`src/rtl/wecost_div.sv`:
```
// Pipelined restoring divider, one quotient bit per stage.
module wecost_div #(
    parameter int NUM_W = 57,
    parameter int DEN_W = 42,
    parameter int QB    = 23,
    parameter int SW    = 1
) (
    input  logic              aclk,
    input  logic              aresetn,
    input  logic              en,
    input  logic              in_valid,
    input  logic [NUM_W-1:0]  num,
    input  logic [DEN_W-1:0]  den,
    input  logic [SW-1:0]     in_side,
    output logic              out_valid,
    output logic [QB-1:0]     quot,
    output logic [SW-1:0]     out_side
);
    localparam int REM_W = DEN_W + QB;

    logic              v_reg    [0:QB-1];
    logic [SW-1:0]     side_reg [0:QB-1];
    logic [REM_W-1:0]  rem_reg  [0:QB-1];
    logic [DEN_W-1:0]  den_reg  [0:QB-1];
    logic [QB-1:0]     quot_reg [0:QB-1];

    for (genvar j = 0; j < QB; j++) begin : g_stage
        logic              v_in;
        logic [SW-1:0]     side_in;
        logic [REM_W-1:0]  rem_in;
        logic [DEN_W-1:0]  den_in;
        logic [QB-1:0]     quot_in;
        logic [REM_W-1:0]  dsh;
        logic [REM_W-1:0]  rem_next;
        logic [QB-1:0]     quot_next;

        if (j == 0) begin : g_head
            assign v_in    = in_valid;
            assign side_in = in_side;
            assign rem_in  = REM_W'(num);
            assign den_in  = den;
            assign quot_in = '0;
        end else begin : g_body
            assign v_in    = v_reg[j-1];
            assign side_in = side_reg[j-1];
            assign rem_in  = rem_reg[j-1];
            assign den_in  = den_reg[j-1];
            assign quot_in = quot_reg[j-1];
        end

        // Try the divisor at this bit weight, subtract when it fits
        always_comb begin
            dsh       = REM_W'(den_in) << (QB - 1 - j);
            rem_next  = rem_in;
            quot_next = quot_in;
            if (rem_in >= dsh) begin
                rem_next            = rem_in - dsh;
                quot_next[QB-1-j]   = 1'b1;
            end
        end

        always_ff @(posedge aclk) begin
            if (!aresetn) begin
                v_reg[j] <= 1'b0;
            end else if (en) begin
                v_reg[j] <= v_in;
            end
        end

        always_ff @(posedge aclk) begin
            if (en) begin
                side_reg[j] <= side_in;
                rem_reg[j]  <= rem_next;
                den_reg[j]  <= den_in;
                quot_reg[j] <= quot_next;
            end
        end
    end

    assign out_valid = v_reg[QB-1];
    assign quot      = quot_reg[QB-1];
    assign out_side  = side_reg[QB-1];

endmodule

```
`config.mk`:
```
export PLATFORM = sky130hd
export DESIGN_NAME = wecost_div
export DESIGN_NICKNAME = d
export VERILOG_FILES = /design/src/rtl/wecost_div.sv
export SDC_FILE = /design/constraint.sdc
export NUM_CORES = 2
export LEC_CHECK = 0
export BUFFER_PORTS_ARGS = -buffer_cell sky130_fd_sc_hd__buf_2
export CORE_MARGIN = 2
export CORE_UTILIZATION = 42
export CTS_CLUSTER_DIAMETER = 60
export CTS_CLUSTER_SIZE = 16
export DETAILED_ROUTE_END_ITERATION = 8
export SLEW_MARGIN = 20
export SYNTH_ARGS = -nofsm -noshare
export SYNTH_HDL_FRONTEND = slang
export SYNTH_SLANG_ARGS = --single-unit
```
`constraint.sdc`:
```
create_clock -name aclk -period 11.9 [get_ports aclk]
set_input_delay 1.19 -clock aclk [delete_from_list [all_inputs] [get_ports aclk]]
set_output_delay 1.19 -clock aclk [all_outputs]
set_load 0.005 [all_outputs]
```
==> impl_metrics.prom <==
# TYPE chip_impl_metric gauge
chip_impl_metric{name="tritoncts.num_buffers",unit=""} 293
chip_impl_info{name="synth_flop_cell",value="sky130_fd_sc_hd__edfxtp_1"} 1
chip_impl_info{name="setup_repair_after_global_routing_missed_its_margin",value="no"} 1
chip_impl_metric{name="netSwitchingFraction",unit="%"} 38.07
chip_impl_metric{name="area_growth",unit="%"} 10.46
chip_impl_metric{name="cts_post_setup_buffers_inserted",unit=""} 0
chip_impl_info{name="holdCritPathClass",value="flop to flop"} 1
chip_impl_metric{name="power.density",unit="nW/um^2"} 248.0
chip_impl_metric{name="drc",unit=""} 0
chip_impl_metric{name="seq_power_share",unit="%"} 35.5
chip_impl_info{name="timing_worst_setup_path_type",value="flop to flop"} 1
chip_impl_metric{name="sequential_cell_area",unit="sq um"} 80350
chip_impl_metric{name="flip_flop_count_of_the_largest_register_all_copies_and_words_added",unit=""} 1430
chip_impl_metric{name="drt-initial-drc-count",unit=""} 5762
chip_impl_metric{name="filler_cells_inserted",unit=""} 33419
chip_impl_info{name="cell_repeated_most_along_the_worst_path",value="sky130_fd_sc_hd__inv_1"} 1
chip_impl_info{name="synthMostInstantiatedCell",value="sky130_fd_sc_hd__edfxtp_1"} 1
chip_impl_metric{name="ys_ff_latch",unit=""} 2676
chip_impl_info{name="crit_path_top_delay_cell",value="sky130_fd_sc_hd__a2111oi_0"} 1
chip_impl_metric{name="placement_rows",unit=""} 221
chip_impl_metric{name="slew-limit-headroom",unit="%"} 15.09
chip_impl_metric{name="wl_per_cell",unit="um"} 19.80
chip_impl_metric{name="first_global_vias",unit=""} 107681
chip_impl_metric{name="global_route_wire_length_before_repair",unit="um"} 588600
chip_impl_metric{name="globalRouteTotalUtil",unit="%"} 20.46
chip_impl_metric{name="initial_core_utilization",unit="%"} 42.10
chip_impl_info{name="result_of_the_run",value="complete, no violations"} 1
chip_impl_metric{name="clockPowerShare",unit="%"} 22.4
chip_impl_metric{name="clock_sinks",unit=""} 2676
chip_impl_metric{name="vdd_ir_drop_max",unit="mV"} 0.1184
chip_impl_metric{name="placed_cells",unit=""} 18737
chip_impl_metric{name="core_area",unit="sq um"} 361700
chip_impl_metric{name="cts_hold_buf",unit=""} 0
chip_impl_metric{name="synth.lib_cells_used.distinct",unit=""} 113
chip_impl_metric{name="first_pass_iters",unit=""} 7
chip_impl_metric{name="antenna_found_initial",unit=""} 6
chip_impl_metric{name="max_freq",unit="MHz"} 187.1
chip_impl_info{name="netlist_top_cells_area",value="sky130_fd_sc_hd__edfxtp_1 53%, sky130_fd_sc_hd__ha_1 7.9%, sky130_fd_sc_hd__a21oi_1 4.8%, sky130_fd_sc_hd__xnor2_1 3.5%, sky130_fd_sc_hd__inv_1 3.1%"} 1
chip_impl_metric{name="synth_top_area_share",unit="%"} 52.75
chip_impl_metric{name="timing.critical_path.slowest_cell_delay",unit="ns"} 0.78
chip_impl_metric{name="setup_clock_skew_after_layout",unit="ns"} 0.05500
chip_impl_metric{name="multi_input_comb_area",unit="sq um"} 65630
chip_impl_metric{name="die_area",unit="sq um"} 367400
chip_impl_metric{name="post-route-period-util",unit="%"} 44.92
chip_impl_metric{name="cts.repair.resized",unit=""} 0
chip_impl_metric{name="timing.final.max_slew_violations",unit=""} 0
chip_impl_metric{name="postSynthNetCount",unit=""} 15265
chip_impl_metric{name="routability_congestion_estimate",unit=""} 0.9756
chip_impl_metric{name="die_h",unit="um"} 606.1
chip_impl_metric{name="power.internal",unit="W"} 0.02584
chip_impl_metric{name="syn-cell-area",unit="sq um"} 152300
chip_impl_metric{name="synth_area_per_inst",unit="sq um"} 10.74
chip_impl_metric{name="layout_min_cycle_time",unit="ns"} 5.345
chip_impl_metric{name="die-width",unit="um"} 606.1
chip_impl_metric{name="dp.final_hpwl",unit="um"} 296900
chip_impl_metric{name="timing_worst_slew_pin_value",unit="ns"} 1.274
chip_impl_metric{name="drive_above_1_share",unit="%"} 7.099
chip_impl_metric{name="number_of_instances_in_the_synthesized_netlist",unit=""} 14180
chip_impl_info{name="synth_top_area_cell",value="sky130_fd_sc_hd__edfxtp_1"} 1
chip_impl_metric{name="vias_per_cell",unit=""} 5.431
chip_impl_metric{name="asyncSetResetFlopFracSynth",unit="%"} 0
chip_impl_metric{name="wirelength",unit="um"} 381400
chip_impl_metric{name="final_net_count",unit=""} 15325
chip_impl_metric{name="grt_max_degree",unit=""} 200
chip_impl_metric{name="htreeDepth",unit=""} 5
chip_impl_metric{name="final_hold_viol_count",unit=""} 0
chip_impl_info{name="cts_tree",value="done"} 1
chip_impl_metric{name="worst-path-max-fanout",unit=""} 15
chip_impl_metric{name="comb_power_share",unit="%"} 42.1
chip_impl_metric{name="finalNonFillerCells",unit=""} 19267
chip_impl_metric{name="worst-path-buf-inv",unit=""} 2
chip_impl_metric{name="port_buffers",unit=""} 128
chip_impl_info{name="post_synth_most_frequent_cells",value="2,675 x sky130_fd_sc_hd__edfxtp_1, 1,472 x sky130_fd_sc_hd__a21oi_1, 1,242 x sky130_fd_sc_hd__inv_1, 1,097 x sky130_fd_sc_hd__nor2_1, 997 x sky130_fd_sc_hd__nand2_1"} 1
chip_impl_info{name="library_cell_used_as_clock_root_buffer",value="sky130_fd_sc_hd__clkbuf_16"} 1
chip_impl_metric{name="residual_overflow_from_global_routing",unit=""} 0
chip_impl_info{name="path_cells",value="ha_1 -> inv_1 -> fa_1 -> a211o_1 -> a2111oi_2 -> nor4_1 -> o32a_1 -> nand3_1 -> a2111oi_0 -> a211oi_1 -> o41ai_4 -> inv_1 -> and2_1 -> a41o_1"} 1
chip_impl_metric{name="synth-seq-area-share",unit="%"} 52.76
chip_impl_metric{name="cellLeakagePower",unit="nW"} 66.26
chip_impl_metric{name="tns",unit="ns"} 0
chip_impl_metric{name="cts.path.max_buffers",unit=""} 4
chip_impl_metric{name="synth-edff-count",unit=""} 2675
chip_impl_info{name="endpoint_kind",value="flop"} 1
chip_impl_metric{name="ioPinCount",unit=""} 129
chip_impl_metric{name="cp.required",unit="ns"} 12.58
chip_impl_metric{name="via_count",unit=""} 104639
chip_impl_metric{name="cap_viol_max_count",unit=""} 0
chip_impl_metric{name="p_switching",unit="W"} 0.01588
chip_impl_metric{name="critPathArrivalTime",unit="ns"} 6.02
chip_impl_metric{name="ys.warnings.count",unit=""} 0
chip_impl_metric{name="clk-insertion-delay-late",unit="ns"} 0.94
chip_impl_metric{name="final_count_of_negative_setup_slack_endpoints",unit=""} 0
chip_impl_metric{name="clkSlewWorstSetupHoldPaths",unit="ns"} 0.07
chip_impl_metric{name="ant_nets_after_route",unit=""} 0
chip_impl_info{name="family_of_cells_with_the_greatest_summed_delay_on_the_critical_path",value="compound AO/OA/AOI/OAI gates"} 1
chip_impl_info{name="timing.critical_path.from_type",value="flop"} 1
[worst paths after layout]
check,startpoint,endpoint,slack (ns),depth (start not counted)
max,den_reg[0][168]$_DFFE_PP_,rem_reg[0][383]$_DFFE_PP_,6.55,14
min,quot_reg[1][160]$_DFFE_PP_,quot_reg[1][183]$_DFFE_PP_,0.41,0
max reg2reg,den_reg[0][168]$_DFFE_PP_,rem_reg[0][383]$_DFFE_PP_,6.55,14
min reg2reg,quot_reg[1][160]$_DFFE_PP_,quot_reg[1][183]$_DFFE_PP_,0.41,0
[metal layers]
metal	vias to the layer above	track usage [%]	wire, um
met5	-	0	0
met1	49168	18.76	129900
met3	1105	1.941	10050
met4	0	16.09	34150
met2	2209	40.66	207300
li1	52157	-	-
[placed cells by master (no fill, tap or decap), drive strengths merged, types with 217 or more instances in the layout]
cell type	netlist	layout
a21o	553	553
a21oi	1474	1474
buf	96	240
clkbuf	380	310
edfxtp	2675	2675
ha	959	959
inv	1245	1312
nand2	997	997
nand3	254	254
nand4	263	263
nor2	1097	1097
nor3	217	217
o21ai	786	786
xnor2	608	608
xor2	459	459
[metrics by stage]
stage          hold slack [ns]  power (W)  util (%)  worst slack (ns)  instance area, sq um
2_1_floorplan           0.4003    0.02753         -             7.698                152300
3_3_place_gp            0.4004    0.03229     43.72             6.530                158100
3_5_place_dp            0.4045    0.03232     43.75             6.567                158200
4_1_cts                 0.3488    0.04185     46.50             6.531                168200
5_1_grt                 0.3806    0.04443     46.51             6.396                168200
6_report                0.4129    0.04172     46.51             6.555                168200
[cells by family (layout without fill, tap and decap cells)]
logic type | count (synthesis) | count (layout) | synth area share [%]
compound gates | 3801 | 3801 | 15.37
other cells | 0 | 7 | 0
flops | 2676 | 2676 | 52.76
xor+xnor | 1067 | 1067 | 6.137
fa+ha+maj | 981 | 981 | 8.169
simple gates | 3737 | 3737 | 11.83
mux | 196 | 196 | 1.442
buf+inv | 1722 | 2008 | 4.298
[worst reg2reg max path, cell delays in order, from the launching register on]
cell and delay (ns):
sky130_fd_sc_hd__edfxtp_1 0.41, sky130_fd_sc_hd__ha_1 0.21, sky130_fd_sc_hd__inv_1 0.08, sky130_fd_sc_hd__fa_1 0.23
sky130_fd_sc_hd__a211o_1 0.19, sky130_fd_sc_hd__a2111oi_2 0.11, sky130_fd_sc_hd__nor4_1 0.35, sky130_fd_sc_hd__o32a_1 0.44
sky130_fd_sc_hd__nand3_1 0.20, sky130_fd_sc_hd__a2111oi_0 0.78, sky130_fd_sc_hd__a211oi_1 0.24, sky130_fd_sc_hd__o41ai_4 0.72
sky130_fd_sc_hd__inv_1 0.58, sky130_fd_sc_hd__and2_1 0.33, sky130_fd_sc_hd__a41o_1 0.20
[final cells by class]
type | count | area share [%]
Multi-Input combinational cell | 9782 | 39.02
Antenna cell | 7 | 0.01041
Clock inverter | 212 | 1.462
Tap cell | 4794 | 3.566
Inverter | 1246 | 2.780
Sequential cell | 2676 | 47.76
Timing Repair Buffer | 241 | 0.9417
Clock buffer | 309 | 4.458
[power groups by stage]
stage          sequential, W  combinational (W)  clock, W
2_1_floorplan         0.0144             0.0131         0
3_3_place_gp          0.0150             0.0173         0
3_5_place_dp          0.0150             0.0173         0
4_1_cts               0.0148             0.0174   0.00961
5_1_grt               0.0150             0.0194   0.00995
6_report              0.0148             0.0176   0.00935
(Power assumes the default switching activity.)
